### src/rtl/jcpd_pkg.sv
`timescale 1ns / 1ps
// jcpd_pkg: shared constants for the jukes-cantor profile distance unit
// no dependencies

package jcpd_pkg;

    localparam int FIELD_W               = 16;
    localparam int DIST_W                = 18;
    localparam logic [DIST_W-1:0] DIST_MAX = 18'h3FFFF;
    localparam int LOG_FRAC              = 24;
    localparam int MANT_W                = 31;
    localparam int MUL_W                 = 32;
    localparam logic [MUL_W-1:0] LN2_Q32 = 32'hB17217F8;
    localparam int PROB_BITS_DEF         = 16;
    localparam int SITE_COUNT_LOG2_DEF   = 20;

endpackage

### src/rtl/jcpd_if.sv
`timescale 1ns / 1ps
// jcpd_site_if and jcpd_result_if: valid/ready channels of the distance unit
// depends on jcpd_pkg

interface jcpd_site_if
    import jcpd_pkg::*;
();
    logic               valid;
    logic               ready;
    logic [FIELD_W-1:0] first_prob_a;
    logic [FIELD_W-1:0] first_prob_c;
    logic [FIELD_W-1:0] first_prob_g;
    logic [FIELD_W-1:0] first_prob_t;
    logic [FIELD_W-1:0] second_prob_a;
    logic [FIELD_W-1:0] second_prob_c;
    logic [FIELD_W-1:0] second_prob_g;
    logic [FIELD_W-1:0] second_prob_t;
    logic               last_site;

    modport source (
        output valid, first_prob_a, first_prob_c, first_prob_g, first_prob_t,
               second_prob_a, second_prob_c, second_prob_g, second_prob_t, last_site,
        input  ready
    );
    modport sink (
        input  valid, first_prob_a, first_prob_c, first_prob_g, first_prob_t,
               second_prob_a, second_prob_c, second_prob_g, second_prob_t, last_site,
        output ready
    );
endinterface

interface jcpd_result_if
    import jcpd_pkg::*;
();
    logic              valid;
    logic              ready;
    logic [DIST_W-1:0] distance;
    logic              degenerate;

    modport source (output valid, distance, degenerate, input ready);
    modport sink (input valid, distance, degenerate, output ready);
endinterface

### src/rtl/jukes_cantor_profile_distance_unit.sv
`timescale 1ns / 1ps
// jukes_cantor_profile_distance_unit: site accumulator and jukes-cantor distance
// depends on jcpd_pkg, jcpd_site_if, jcpd_result_if
//
// usage
//   site: one alignment site per word, two four-base probability profiles in
//   unsigned q0.PROB_BITS plus last_site. result: one word per set of sites,
//   sent after the site marked last, distance in unsigned q2.16 and a
//   degenerate flag.
//   each site takes twelve multiply-accumulates and one norm product on the
//   shared 32x32 multiplier, then a square root that retires one root bit per
//   cycle. ready is low meanwhile.
//   a last site adds a check state and two logarithms: a normalize shift of one
//   bit per cycle and 24 squarings on the multiplier, then a subtract, one
//   scaling multiply when the distance is neither zero nor saturated, and the
//   hand-off to the output register; a degenerate set goes from the check
//   straight to the hand-off.
//   the result sits in an output register; a stalled receiver only holds the
//   unit when the next result is ready to go out.
//   reset clears both sums and empties the output register.

module jukes_cantor_profile_distance_unit
    import jcpd_pkg::*;
#(
    parameter int PROB_BITS       = PROB_BITS_DEF,
    parameter int SITE_COUNT_LOG2 = SITE_COUNT_LOG2_DEF
) (
    input  logic          clk,
    input  logic          rst_n,
    jcpd_site_if.sink     site,
    jcpd_result_if.source result
);

    localparam int P    = PROB_BITS;
    localparam int W    = P + 2 + SITE_COUNT_LOG2;
    localparam int AW   = 2 * P + 2;
    localparam int RW   = P + 2;
    localparam int XW   = 2 * RW;
    localparam int RMW  = RW + 2;
    localparam int VW   = W + 2;
    localparam int NW   = (VW > MANT_W) ? VW : MANT_W;
    localparam int CW   = $clog2(NW + 1);
    localparam int EW   = $clog2(NW);
    localparam int LW   = EW + LOG_FRAC;
    localparam int DLW  = LOG_FRAC + 3;
    localparam int D3W  = DLW + 2;
    localparam int PW   = 2 * MUL_W;

    localparam logic [3:0] S_IDLE  = 4'd0;
    localparam logic [3:0] S_MUL   = 4'd1;
    localparam logic [3:0] S_NPROD = 4'd2;
    localparam logic [3:0] S_SQRT  = 4'd3;
    localparam logic [3:0] S_CHECK = 4'd4;
    localparam logic [3:0] S_NORM  = 4'd5;
    localparam logic [3:0] S_LOG   = 4'd6;
    localparam logic [3:0] S_DIFF  = 4'd7;
    localparam logic [3:0] S_SCALE = 4'd8;
    localparam logic [3:0] S_EMIT  = 4'd9;

    logic [3:0]        state_reg, state_next;
    logic [CW-1:0]     cnt_reg, cnt_next;
    logic [P-1:0]      p_reg [4];
    logic [P-1:0]      q_reg [4];
    logic [P-1:0]      p_next [4];
    logic [P-1:0]      q_next [4];
    logic              last_reg, last_next;
    logic [AW-1:0]     acc_n1_reg, acc_n1_next;
    logic [AW-1:0]     acc_n2_reg, acc_n2_next;
    logic [AW-1:0]     acc_dot_reg, acc_dot_next;
    logic [XW-1:0]     x_reg, x_next;
    logic [RMW-1:0]    rem_reg, rem_next;
    logic [RW-1:0]     root_reg, root_next;
    logic [W-1:0]      nps_reg, nps_next;
    logic [W-1:0]      agr_reg, agr_next;
    logic [W-1:0]      same_reg, same_next;
    logic [W-1:0]      total_reg, total_next;
    logic [NW-1:0]     norm_reg, norm_next;
    logic [MANT_W-1:0] m_reg, m_next;
    logic [EW-1:0]     e_reg, e_next;
    logic [LOG_FRAC-1:0] frac_reg, frac_next;
    logic              second_reg, second_next;
    logic [LW-1:0]     la_reg, la_next;
    logic [LW-1:0]     lb_reg, lb_next;
    logic [D3W-1:0]    d3_reg, d3_next;
    logic [DIST_W-1:0] pend_dist_reg, pend_dist_next;
    logic              pend_degen_reg, pend_degen_next;
    logic              res_valid_reg, res_valid_next;
    logic [DIST_W-1:0] res_dist_reg, res_dist_next;
    logic              res_degen_reg, res_degen_next;

    logic [MUL_W-1:0]  mul_a, mul_b;
    logic [PW-1:0]     prod;
    logic [1:0]        idx, grp;
    logic [RMW-1:0]    rem_sh, trial;
    logic [W:0]        sum_wide;
    logic [W+6:0]      total_x100;
    logic [W+3:0]      same_x10, total_x3;
    logic              degen;
    logic [32:0]       sq_top;
    logic [LW-1:0]     log_val, dlog;
    logic [PW-1:0]     scaled;
    logic [PW-43:0]    dist_wide;

    assign idx = cnt_reg[1:0];
    assign grp = cnt_reg[3:2];

    // shared multiplier
    always_comb
    begin
        mul_a = '0;
        mul_b = '0;
        case (state_reg)
            S_MUL:
            begin
                mul_a = MUL_W'((grp == 2'd1) ? q_reg[idx] : p_reg[idx]);
                mul_b = MUL_W'((grp == 2'd0) ? p_reg[idx] : q_reg[idx]);
            end
            S_NPROD:
            begin
                mul_a = MUL_W'(acc_n1_reg[AW-1:P]);
                mul_b = MUL_W'(acc_n2_reg[AW-1:P]);
            end
            S_LOG:
            begin
                mul_a = MUL_W'(m_reg);
                mul_b = MUL_W'(m_reg);
            end
            S_SCALE:
            begin
                mul_a = MUL_W'(d3_reg);
                mul_b = LN2_Q32;
            end
            default:
            begin
                mul_a = '0;
                mul_b = '0;
            end
        endcase
    end

    assign prod = PW'(mul_a) * PW'(mul_b);

    // square root step, two radicand bits per cycle
    assign rem_sh = {rem_reg[RMW-3:0], x_reg[XW-1 -: 2]};
    assign trial  = {root_reg, 2'b01};

    assign total_x100 = ({total_next, 6'b0} + {1'b0, total_next, 5'b0})
                      + (W+7)'({total_next, 2'b0});
    assign same_x10   = (W+4)'({same_next, 3'b0}) + (W+4)'({same_next, 1'b0});
    assign total_x3   = (W+4)'({total_next, 1'b0}) + (W+4)'(total_next);
    assign degen      = (total_x100 <= ((W+7)'(1) << P)) || (same_x10 <= total_x3);

    assign sq_top  = prod[62:30];
    assign log_val = {e_reg, frac_next};
    assign dlog    = la_reg - lb_reg;
    assign scaled  = prod + (PW'(1) << 41);
    assign dist_wide = scaled[PW-1:42];

    always_comb
    begin
        state_next      = state_reg;
        cnt_next        = cnt_reg;
        p_next          = p_reg;
        q_next          = q_reg;
        last_next       = last_reg;
        acc_n1_next     = acc_n1_reg;
        acc_n2_next     = acc_n2_reg;
        acc_dot_next    = acc_dot_reg;
        x_next          = x_reg;
        rem_next        = rem_reg;
        root_next       = root_reg;
        nps_next        = nps_reg;
        agr_next        = agr_reg;
        same_next       = same_reg;
        total_next      = total_reg;
        norm_next       = norm_reg;
        m_next          = m_reg;
        e_next          = e_reg;
        frac_next       = frac_reg;
        second_next     = second_reg;
        la_next         = la_reg;
        lb_next         = lb_reg;
        d3_next         = d3_reg;
        pend_dist_next  = pend_dist_reg;
        pend_degen_next = pend_degen_reg;
        sum_wide        = '0;
        res_valid_next  = res_valid_reg && !result.ready;
        res_dist_next   = res_dist_reg;
        res_degen_next  = res_degen_reg;

        case (state_reg)
            S_IDLE:
            begin
                if (site.valid)
                begin
                    p_next[0]    = P'(site.first_prob_a);
                    p_next[1]    = P'(site.first_prob_c);
                    p_next[2]    = P'(site.first_prob_g);
                    p_next[3]    = P'(site.first_prob_t);
                    q_next[0]    = P'(site.second_prob_a);
                    q_next[1]    = P'(site.second_prob_c);
                    q_next[2]    = P'(site.second_prob_g);
                    q_next[3]    = P'(site.second_prob_t);
                    last_next    = site.last_site;
                    acc_n1_next  = '0;
                    acc_n2_next  = '0;
                    acc_dot_next = '0;
                    cnt_next     = '0;
                    state_next   = S_MUL;
                end
            end
            S_MUL:
            begin
                case (grp)
                    2'd0:    acc_n1_next  = acc_n1_reg + prod[AW-1:0];
                    2'd1:    acc_n2_next  = acc_n2_reg + prod[AW-1:0];
                    default: acc_dot_next = acc_dot_reg + prod[AW-1:0];
                endcase
                cnt_next = cnt_reg + CW'(1);
                if (cnt_reg == CW'(11))
                begin
                    state_next = S_NPROD;
                end
            end
            S_NPROD:
            begin
                x_next    = prod[XW-1:0];
                rem_next  = '0;
                root_next = '0;
                sum_wide  = {1'b0, agr_reg} + (W+1)'(acc_dot_reg[AW-1:P]);
                agr_next  = sum_wide[W] ? '1 : sum_wide[W-1:0];
                cnt_next  = '0;
                state_next = S_SQRT;
            end
            S_SQRT:
            begin
                x_next = x_reg << 2;
                if (rem_sh >= trial)
                begin
                    rem_next  = rem_sh - trial;
                    root_next = {root_reg[RW-2:0], 1'b1};
                end
                else
                begin
                    rem_next  = rem_sh;
                    root_next = {root_reg[RW-2:0], 1'b0};
                end
                cnt_next = cnt_reg + CW'(1);
                if (cnt_reg == CW'(RW - 1))
                begin
                    sum_wide   = {1'b0, nps_reg} + (W+1)'(root_next);
                    nps_next   = sum_wide[W] ? '1 : sum_wide[W-1:0];
                    state_next = last_reg ? S_CHECK : S_IDLE;
                end
            end
            S_CHECK:
            begin
                same_next   = agr_reg;
                total_next  = nps_reg;
                agr_next    = '0;
                nps_next    = '0;
                second_next = 1'b0;
                cnt_next    = '0;
                if (degen)
                begin
                    pend_dist_next  = '0;
                    pend_degen_next = 1'b1;
                    state_next      = S_EMIT;
                end
                else
                begin
                    norm_next  = NW'({nps_reg, 1'b0}) + NW'(nps_reg);
                    state_next = S_NORM;
                end
            end
            S_NORM:
            begin
                if (norm_reg[NW-1])
                begin
                    m_next     = norm_reg[NW-1 -: MANT_W];
                    e_next     = EW'(NW - 1) - EW'(cnt_reg);
                    frac_next  = '0;
                    cnt_next   = '0;
                    state_next = S_LOG;
                end
                else
                begin
                    norm_next = norm_reg << 1;
                    cnt_next  = cnt_reg + CW'(1);
                end
            end
            S_LOG:
            begin
                // square the mantissa, one fraction bit per squaring
                if (sq_top[31])
                begin
                    m_next    = sq_top[31:1];
                    frac_next = {frac_reg[LOG_FRAC-2:0], 1'b1};
                end
                else
                begin
                    m_next    = sq_top[30:0];
                    frac_next = {frac_reg[LOG_FRAC-2:0], 1'b0};
                end
                cnt_next = cnt_reg + CW'(1);
                if (cnt_reg == CW'(LOG_FRAC - 1))
                begin
                    cnt_next = '0;
                    if (!second_reg)
                    begin
                        la_next     = log_val;
                        second_next = 1'b1;
                        norm_next   = NW'({same_reg, 2'b0}) - NW'(total_reg);
                        state_next  = S_NORM;
                    end
                    else
                    begin
                        lb_next    = log_val;
                        state_next = S_DIFF;
                    end
                end
            end
            S_DIFF:
            begin
                pend_degen_next = 1'b0;
                if (la_reg <= lb_reg)
                begin
                    pend_dist_next = '0;
                    state_next     = S_EMIT;
                end
                else if (dlog >= (LW'(8) << LOG_FRAC))
                begin
                    pend_dist_next = DIST_MAX;
                    state_next     = S_EMIT;
                end
                else
                begin
                    d3_next    = D3W'({dlog[DLW-1:0], 1'b0}) + D3W'(dlog[DLW-1:0]);
                    state_next = S_SCALE;
                end
            end
            S_SCALE:
            begin
                pend_dist_next = (dist_wide > (PW-42)'(DIST_MAX)) ? DIST_MAX
                                                                  : dist_wide[DIST_W-1:0];
                state_next = S_EMIT;
            end
            S_EMIT:
            begin
                if (!res_valid_reg || result.ready)
                begin
                    res_valid_next = 1'b1;
                    res_dist_next  = pend_dist_reg;
                    res_degen_next = pend_degen_reg;
                    state_next     = S_IDLE;
                end
            end
            default:
            begin
                state_next = S_IDLE;
            end
        endcase
    end

    always_ff @(posedge clk or negedge rst_n)
    begin
        if (!rst_n)
        begin
            state_reg      <= S_IDLE;
            cnt_reg        <= '0;
            last_reg       <= 1'b0;
            nps_reg        <= '0;
            agr_reg        <= '0;
            second_reg     <= 1'b0;
            res_valid_reg  <= 1'b0;
        end
        else
        begin
            state_reg      <= state_next;
            cnt_reg        <= cnt_next;
            last_reg       <= last_next;
            nps_reg        <= nps_next;
            agr_reg        <= agr_next;
            second_reg     <= second_next;
            res_valid_reg  <= res_valid_next;
        end
    end

    always_ff @(posedge clk)
    begin
        p_reg          <= p_next;
        q_reg          <= q_next;
        acc_n1_reg     <= acc_n1_next;
        acc_n2_reg     <= acc_n2_next;
        acc_dot_reg    <= acc_dot_next;
        x_reg          <= x_next;
        rem_reg        <= rem_next;
        root_reg       <= root_next;
        same_reg       <= same_next;
        total_reg      <= total_next;
        norm_reg       <= norm_next;
        m_reg          <= m_next;
        e_reg          <= e_next;
        frac_reg       <= frac_next;
        la_reg         <= la_next;
        lb_reg         <= lb_next;
        d3_reg         <= d3_next;
        pend_dist_reg  <= pend_dist_next;
        pend_degen_reg <= pend_degen_next;
        res_dist_reg   <= res_dist_next;
        res_degen_reg  <= res_degen_next;
    end

    assign site.ready        = (state_reg == S_IDLE);
    assign result.valid      = res_valid_reg;
    assign result.distance   = res_dist_reg;
    assign result.degenerate = res_degen_reg;

endmodule

### src/flat_wrapper.sv
// flat-port wrapper written by rule: the top's interface ports become plain ports
module jukes_cantor_profile_distance_unit_flat import jcpd_pkg::*;
#(
    parameter int PROB_BITS       = PROB_BITS_DEF,
    parameter int SITE_COUNT_LOG2 = SITE_COUNT_LOG2_DEF
)
  (clk, rst_n, site_valid, site_first_prob_a, site_first_prob_c, site_first_prob_g, site_first_prob_t, site_second_prob_a, site_second_prob_c, site_second_prob_g, site_second_prob_t, site_last_site, site_ready, result_valid, result_distance, result_degenerate, result_ready);
  jcpd_site_if site_i ();
  jcpd_result_if result_i ();
  input  logic clk;
  input  logic rst_n;
  input wire logic [$bits(site_i.valid)-1:0] site_valid;
  input wire logic [$bits(site_i.first_prob_a)-1:0] site_first_prob_a;
  input wire logic [$bits(site_i.first_prob_c)-1:0] site_first_prob_c;
  input wire logic [$bits(site_i.first_prob_g)-1:0] site_first_prob_g;
  input wire logic [$bits(site_i.first_prob_t)-1:0] site_first_prob_t;
  input wire logic [$bits(site_i.second_prob_a)-1:0] site_second_prob_a;
  input wire logic [$bits(site_i.second_prob_c)-1:0] site_second_prob_c;
  input wire logic [$bits(site_i.second_prob_g)-1:0] site_second_prob_g;
  input wire logic [$bits(site_i.second_prob_t)-1:0] site_second_prob_t;
  input wire logic [$bits(site_i.last_site)-1:0] site_last_site;
  output wire logic [$bits(site_i.ready)-1:0] site_ready;
  output wire logic [$bits(result_i.valid)-1:0] result_valid;
  output wire logic [$bits(result_i.distance)-1:0] result_distance;
  output wire logic [$bits(result_i.degenerate)-1:0] result_degenerate;
  input wire logic [$bits(result_i.ready)-1:0] result_ready;
  assign site_i.valid = site_valid;
  assign site_i.first_prob_a = site_first_prob_a;
  assign site_i.first_prob_c = site_first_prob_c;
  assign site_i.first_prob_g = site_first_prob_g;
  assign site_i.first_prob_t = site_first_prob_t;
  assign site_i.second_prob_a = site_second_prob_a;
  assign site_i.second_prob_c = site_second_prob_c;
  assign site_i.second_prob_g = site_second_prob_g;
  assign site_i.second_prob_t = site_second_prob_t;
  assign site_i.last_site = site_last_site;
  assign site_ready = site_i.ready;
  assign result_valid = result_i.valid;
  assign result_distance = result_i.distance;
  assign result_degenerate = result_i.degenerate;
  assign result_i.ready = result_ready;
  jukes_cantor_profile_distance_unit #(.PROB_BITS(PROB_BITS), .SITE_COUNT_LOG2(SITE_COUNT_LOG2)) u_core (.clk(clk), .rst_n(rst_n), .site(site_i), .result(result_i));
endmodule
### config.mk
export PLATFORM = sky130hd
export DESIGN_NAME = jukes_cantor_profile_distance_unit_flat
export DESIGN_NICKNAME = d
export VERILOG_FILES = /design/src/rtl/jcpd_pkg.sv /design/src/rtl/jcpd_if.sv /design/src/rtl/jukes_cantor_profile_distance_unit.sv /design/src/flat_wrapper.sv
export SDC_FILE = /design/constraint.sdc
export NUM_CORES = 2
export LEC_CHECK = 0
export BUFFER_PORTS_ARGS = -buffer_cell sky130_fd_sc_hd__buf_2
export CAP_MARGIN = 20
export CORE_UTILIZATION = 60
export CTS_CLUSTER_SIZE = 12
export DETAILED_ROUTE_END_ITERATION = 16
export MAX_ROUTING_LAYER = met4
export PLACE_DENSITY = 0.76
export SLEW_MARGIN = 30
export SYNTH_ARGS = -nofsm -noshare
export SYNTH_HDL_FRONTEND = slang
export SYNTH_SLANG_ARGS = --single-unit
### constraint.sdc
create_clock -name clk -period 23.7 [get_ports clk]
set_input_delay 2.37 -clock clk [delete_from_list [all_inputs] [get_ports clk]]
set_output_delay 2.37 -clock clk [all_outputs]
set_load 0.005 [all_outputs]
Word level (Yosys, flattened, before mapping)
Cells that the tools add are included.
{"block": "totals", "reg_bits": 695, "in_bits": 133, "wordCells": 197}
{"block": "op_classes", "addsub": 17, "multipliers": 1, "magnitude_cmp": 7, "n_eq_ne": 27, "n_mux": 68, "n_bitwise": 4, "reduce_logical": 38}
{"cell": "32-bit case mux with 4 select lines", "n": 2}
{"cell": "34-bit case mux with 2 select lines", "n": 3}
{"cell": "38-bit 2-to-1 mux", "n": 5}
{"cell": "40-bit 2-to-1 mux", "n": 4}
{"cell": "38-bit case mux with 2 select lines", "n": 2}
{"cell": "34-bit 2-to-1 mux", "n": 4}
{"cell": "40-bit case mux with 3 select lines", "n": 1}
{"cell": "18-bit 2-to-1 mux", "n": 6}
{"cell": "34-bit adder", "n": 3}
{"cell": "16-bit 2-to-1 mux", "n": 6}
{"cell": "39-bit by 38-bit adder with 40-bit output", "n": 2}
{"cell": "38-bit by 18-bit adder with 39-bit output", "n": 2}
{"cell": "18-bit case mux with 2 select lines", "n": 2}
{"cell": "36-bit case mux with 2 select lines", "n": 1}
{"cell": "64-bit by 42-bit adder with 64-bit output (second input constant)", "n": 1}
{"cell": "16-bit binary-select mux with 2-bit select", "n": 2}
{"cell": "32-bit by 32-bit multiplier with 64-bit output", "n": 1}
{"cell": "31-bit 2-to-1 mux", "n": 2}
{"cell": "31-bit case mux with 2 select lines", "n": 1}
{"cell": "18-bit case mux with 3 select lines", "n": 1}
{"cell": "24-bit case mux with 2 select lines", "n": 1}
{"cell": "44-bit by 43-bit adder with 45-bit output", "n": 1}
{"cell": "45-bit by 40-bit adder with 45-bit output", "n": 1}
{"cell": "45-bit by 17-bit less-or-equal comparator with 1-bit output (second input constant)", "n": 1}
{"cell": "other kinds (48)", "n": 107}

Logic depth before layout (Yosys ltp)
{"block": "depth", "ltp_word": 11, "mapped_depth": 44, "depth_no_buf": 40}

Worst setup path before layout
Ideal clock, no wire load.
{"block": "synth_path", "path_type": "reg2reg", "startpoint": "reg u_core.cnt_reg[0]", "endpoint": "reg u_core.acc_n1_reg[33] (data pin)", "setup_time_ns": 0.266, "arrival_time_ns": 10.552, "required_time_ns": 23.434, "slack_ns": 12.883, "stages_incl_launch_ff": 40, "path_cell_list": "dfrtp_1 -> clkbuf_1 -> buf_1 -> mux4_2 -> mux2i_1 -> o2111a_1 -> clkbuf_1 -> clkbuf_1 -> nor2_1 -> fa_1 -> fa_1 -> fa_1 -> inv_1 -> fa_1 -> inv_1 -> fa_1 -> inv_1 -> fa_1 -> [4 not listed] -> inv_1 -> ha_1 -> and4_1 -> nand4_1 -> a2111oi_2 -> or2_2 -> xnor2_1 -> ha_1 -> nand3_1 -> nor2_1 -> a211o_1 -> a221o_1 -> a211o_1 -> a21oi_1 -> o21ai_0 -> a31oi_1 -> xnor2_1 -> nor2_1"}
{"block": "synth_via", "elab_chain_len": 10, "elab_cells_between_ends": 15, "classes_between": "add/sub (1); mul (1); mux (12); bitwise (1)"}
{"element": "from (decl)", "line": "jukes_cantor_profile_distance_unit.sv:61", "source": "logic [CW-1:0] cnt_reg, cnt_next;"}
{"element": "from (signal assigned)", "line": "jukes_cantor_profile_distance_unit.sv:380", "source": "cnt_reg <= cnt_next;"}
{"element": "2-bit NOT with 3-bit output (not written as such) (*)", "line": "jukes_cantor_profile_distance_unit.sv:115, jukes_cantor_profile_distance_unit.sv:116"}
{"element": "16-bit binary-select mux with 2-bit select", "line": "jukes_cantor_profile_distance_unit.sv:115, jukes_cantor_profile_distance_unit.sv:116"}
{"element": "16-bit 2-to-1 mux (not written as such) (2 in series)", "line": "jukes_cantor_profile_distance_unit.sv:115, jukes_cantor_profile_distance_unit.sv:116"}
{"element": "16-bit 2-to-1 mux, on equally long branches", "line": "jukes_cantor_profile_distance_unit.sv:115, jukes_cantor_profile_distance_unit.sv:116"}
{"element": "32-bit case mux with 4 select lines", "line": "jukes_cantor_profile_distance_unit.sv:112", "source": "case (state_reg)"}
{"element": "32-bit by 32-bit multiplier with 64-bit output (*)", "line": "jukes_cantor_profile_distance_unit.sv:141", "source": "assign prod = PW'(mul_a) * PW'(mul_b);"}
{"element": "34-bit adder (*)", "line": "jukes_cantor_profile_distance_unit.sv:215", "source": "2'd0: acc_n1_next = acc_n1_reg + prod[AW-1:0];"}
{"element": "34-bit 2-to-1 mux (*)", "line": "jukes_cantor_profile_distance_unit.sv:214", "source": "case (grp)"}
{"element": "34-bit case mux with 2 select lines (*)", "line": "jukes_cantor_profile_distance_unit.sv:191", "source": "case (state_reg)"}
{"element": "to (signal assigned)", "line": "jukes_cantor_profile_distance_unit.sv:393", "source": "acc_n1_reg <= acc_n1_next;"}
{"element": "to (decl)", "line": "jukes_cantor_profile_distance_unit.sv:67", "source": "logic [AW-1:0] acc_n1_reg, acc_n1_next;"}
Every way passes the cells marked *; elsewhere a longest branch is shown, timed or not. The select of a mux whose other input is x is not followed.
A chain may end at the register's enable or synchronous reset.

Worst setup path after layout
{"block": "layout_path", "startpoint": "reg u_core.state_reg[1]", "endpoint": "reg u_core.pend_dist_reg[6] (data pin)"}
{"block": "layout_via", "elab_chain_len": 7, "elab_cells_between_ends": 13, "classes_between": "add/sub (1); mul (1); order compare (1); eq/ne (6); mux (4)"}
{"element": "from (decl)", "line": "jukes_cantor_profile_distance_unit.sv:60", "source": "logic [3:0] state_reg, state_next;"}
{"element": "from (signal assigned)", "line": "jukes_cantor_profile_distance_unit.sv:379", "source": "state_reg <= state_next;"}
{"element": "4-bit equality test (tied with other cells)", "line": "jukes_cantor_profile_distance_unit.sv:112, jukes_cantor_profile_distance_unit.sv:191"}
{"element": "32-bit case mux with 4 select lines", "line": "jukes_cantor_profile_distance_unit.sv:112"}
{"element": "32-bit by 32-bit multiplier with 64-bit output", "line": "jukes_cantor_profile_distance_unit.sv:141"}
{"element": "64-bit by 42-bit adder with 64-bit output", "line": "jukes_cantor_profile_distance_unit.sv:156", "source": "assign scaled = prod + (PW'(1) << 41);"}
{"element": "22-bit by 18-bit greater-than comparator with 1-bit output", "line": "jukes_cantor_profile_distance_unit.sv:344", "source": "pend_dist_next = (dist_wide > (PW-42)'(DIST_MAX)) ? DIST_MAX"}
{"element": "18-bit 2-to-1 mux", "line": "jukes_cantor_profile_distance_unit.sv:344"}
{"element": "18-bit case mux with 3 select lines (*)", "line": "jukes_cantor_profile_distance_unit.sv:191"}
{"element": "via u_core.pend_dist_next[6]", "line": "jukes_cantor_profile_distance_unit.sv:85", "source": "logic [DIST_W-1:0] pend_dist_reg, pend_dist_next;"}
{"element": "to (signal assigned)", "line": "jukes_cantor_profile_distance_unit.sv:408", "source": "pend_dist_reg <= pend_dist_next;"}
{"element": "to (decl)", "line": "jukes_cantor_profile_distance_unit.sv:85"}
The timed path passes the listed nets; every way through them passes the cells marked *.

==> impl_summary.md <==
Run status
The flow ran to the end, and the final reports show no timing, DRC or antenna violations.

Yosys
The count of distinct cell types in the synthesized netlist is just under 100. After synthesis the netlist holds a flip-flop and latch count of about 700. The portion of the post-synthesis area used by sequential elements is between 20% and 30%. Of all cell types, the one taking the most synthesized area is fa_1.

The cell area after synthesis is about 0.080 mm^2. After Yosys synthesis, full adders, half adders and majority gates account for 34.3% of the synthesized area. The synthesized netlist cell count is roughly 8600.

Counting flops with an async set or reset pin after synthesis yields a share of between 10% and 20%. The post-synthesis compound-gate area fraction is about an eighth. After synthesis, the cell types taking the most area are fa_1 (23%), edfxtp_1 (19%), ha_1 (11%). Measured against the total synthesized area, the mux share comes to under 10%. The count of synthesis-stage warnings from yosys is 0. In this run, synthesis inferred between 500 and 600 flip-flops with an integrated enable.

The simple logic cell fraction of the synthesized area is around 14%. The area fraction of the dominant cell type after synthesis is 23.0%. Of the total synthesized cell area, the portion taken by XOR and XNOR cells is 4.15%. By area, the combinational part of the netlist is dominated by adder cells.

The most instantiated flip-flop cell in the synthesis netlist is edfxtp_1. The mean cell area of the mapped netlist is approximately 9.3 um^2.

Place
The wire-length estimate of the detail-placed layout is ~200 mm. The total placed instance area is 0.0826 mm^2. At the end of routability-driven placement, the weighted congestion stood at about 1.1. The number of buffers added on ports is ~150.

Cells and area
The post-route netlist has 7.14% of its cells at a drive strength greater than 1. The area growth from synthesis to final layout is 7.23%. Leaving out fill and tap cells, the most frequent cells in the layout are inv_1 (1247), nand2_1 (1037), fa_1 (914). After the last flow step, the layout net total stands at between 10000 and 15000. Counting the fill cells in the layout gives 10759. The commonest non-fill, non-tap cell in the layout is inv_1. The cell area after layout is 0.0853 mm^2.

STA
The count of pins over their slew limit is 0. The total setup violations reported at the end of the flow is 0. Dividing the final minimum period by the clock period gives 60.2%. Timing would allow up to 70.1 MHz. The count of endpoints failing hold in the final timing report came to 0.

Between clock sinks in the finished design, the worst skew comes to ~70 ps. The post-layout minimum cycle time is between 10000 and 15000 ps. For the pin with the worst max-slew slack, the measured transition is ~1100 ps. Summed over all failing endpoints, the final setup total negative slack is 0 ps. The tightest slew margin relative to the limit is a little under a quarter. Setup repair after global routing left no endpoint under its margin.

Drt
Wires add up to around 250 mm. The antenna violation net count after detailed routing is 0. In the routed layout, each cell is associated on average with a via count of approximately 6. The number of DRC violations after detailed-routing iteration 0 is approximately 6200. The remaining design rule violation count is 0. The total iterations of the first detailed-routing run is 8. The detailed router placed approximately 64000 vias in this run. The average routed wire per standard cell is between 20 and 25 um.

Clock network
Gates resized during post-CTS repair numbered 0. The later pin in the worst-skew pair is clocked with a latency of slightly above 700 ps. The hold buffer count at CTS is 0.

The cell at the root of the clock tree is clkbuf_16. Counting the buffers created by CTS gives 79. The clock passes through at most 3 buffers.

The CTS tree is built. The post-CTS repair timing setup buffer count is 0. The number of sinks on the clock net is between 600 and 700. The H-tree was split into 3 levels.

The clock edge transition at the registers on the reported setup and hold paths is approximately 60 ps.

Worst hold path
For hold timing, the worst endpoint is u_core.result.distance[1]$_DFFE_PP_. Along the worst hold path, the cell count comes to 0. The tightest min-delay check is of the flop to flop type. The startpoint of the most critical hold path is u_core.pend_dist_reg[1]$_DFFE_PP_.

Setup path
The peak fanout along the critical path is 48. In this run the critical register-to-register path is captured at u_core.pend_dist_reg[6]$_DFFE_PP_. The required time of the critical path is ~24000 ps. The length in cells of the worst reg-to-reg path is 34.

The source of the worst register-to-register timing path is u_core.state_reg[1]$_DFFE_PN0P_. The nature of the critical path startpoint is a flop. STA classifies the critical path endpoint as a flop. The critical path arrival is between 10000 and 15000 ps. The critical path in this run is classified as flop to flop. On the worst path, the slowest cell contributes a delay of roughly 970 ps.

Across all register-to-register paths, the minimum setup slack is around 9400 ps. The slowest stage cell on the critical path is clkinv_1. The cell repeated most along the worst path is fa_1.

GRT
The first-pass GRT wire length is between 300 and 400 mm. The pin count of the biggest net entering global routing is between 90 and 100. Summed over all layers, the global routing overflow is 0.

The initial antenna violation count came to 4. The number of global-route vias before repair is ~65000. Global routing used 38.8% of the available tracks.

Floorplanning
The area of the core is approximately 0.13 mm^2. The die covers between 0.1 and 0.15 mm^2. The die is roughly 370 um wide. For this configuration, the core starts out at a cell density of 60.5%.

From bottom edge to top edge, the die measures 366 um. For this design the top-level I/O count stands at around 150. The cell row count is roughly 130.

Flow run
The number of max-cap violations is 0.
-- area by class of cell --
class / instances / area [um^2] / area share (%)
Multi-Input combinational cell: 6314 / 54400 / 63.7
Inverter: 1254 / 4710 / 5.52
Antenna cell: 7 / 17.5 / 0.0205
Clock inverter: 36 / 385 / 0.452
Timing Repair Buffer: 308 / 1990 / 2.33
Sequential cell: 695 / 19400 / 22.8
Tap cell: 1755 / 2200 / 2.58
Clock buffer: 109 / 2190 / 2.57
-- worst max-delay path, delay by kind of cell, from the launching register on --
kind | cells | cell delay [ps]
adders and majority gates | 9 | 4650
and+or+nand+nor | 13 | 4020
buffers and inverters | 6 | 2130
AOI/OAI and AO/OA | 5 | 1710
DFF | 1 | 840
xor gates and xnor gates | 1 | 510
-- cell families (layout without fill, tap and decap cells) --
group                    Yosys count  in the layout
AO/OA/AOI/OAI                   1609           1609
AND/OR/NAND/NOR                 2584           2584
multiplexers                     113            113
XOR/XNOR                         376            376
adder cells (fa/ha/maj)         1629           1629
buffers and inverters           1585           1707
flip-flops                       695            695
other                              1             10
-- metrics by stage --
step | worst slack (ps) | util (%) | cells | hold WS, ps
floorplan | 12880 | - | 8594 | 400
global placement | 10190 | 62.8 | 10322 | 403
detailed placement | 9870 | 62.9 | 10324 | 409
CTS | 9810 | 64.8 | 10469 | 422
global route | 9090 | 64.9 | 10476 | 422
finish | 9430 | 64.9 | 10478 | 422
-- metal layers --
| metal | wire length [um] | track usage [%] | vias up |
|---|---|---|---|
| met5 | 0 | - | - |
| met4 | 15800 | 20.0 | 0 |
| met3 | 23800 | 7.90 | 676 |
| met2 | 115000 | 60.1 | 2975 |
| met1 | 96400 | 48.3 | 31840 |
| li1 | - | - | 28894 |
-- worst max-delay path by stage --
stage	startpoint	end	slack [ps]	depth (start not counted)
floorplan	u_core.cnt_reg[0]$_DFFE_PN0P_	u_core.acc_n1_reg[33]$_SDFFCE_PP0P_	12880	39
global placement	u_core.state_reg[1]$_DFFE_PN0P_	u_core.pend_dist_reg[6]$_DFFE_PP_	10190	34
detailed placement	u_core.state_reg[1]$_DFFE_PN0P_	u_core.pend_dist_reg[6]$_DFFE_PP_	9870	34
CTS	u_core.state_reg[1]$_DFFE_PN0P_	u_core.pend_dist_reg[6]$_DFFE_PP_	9810	34
global route	u_core.state_reg[1]$_DFFE_PN0P_	u_core.pend_dist_reg[6]$_DFFE_PP_	9090	34
finish	u_core.state_reg[1]$_DFFE_PN0P_	u_core.pend_dist_reg[6]$_DFFE_PP_	9430	34
-- synth_stat cells (100+ instances only) --
master    number
a21o_1       199
a21oi_1      456
clkbuf_1     293
dfxtp_1      100
edfxtp_1     506
fa_1         914
ha_1         715
inv_1       1252
nand2_1     1039
nand3_1      110
nor2_1       843
o21ai_0      316
xnor2_1      219
xor2_1       156
Power is not shown: default switching activity piles up to over one toggle a cycle in this logic, so the estimate is an artifact.
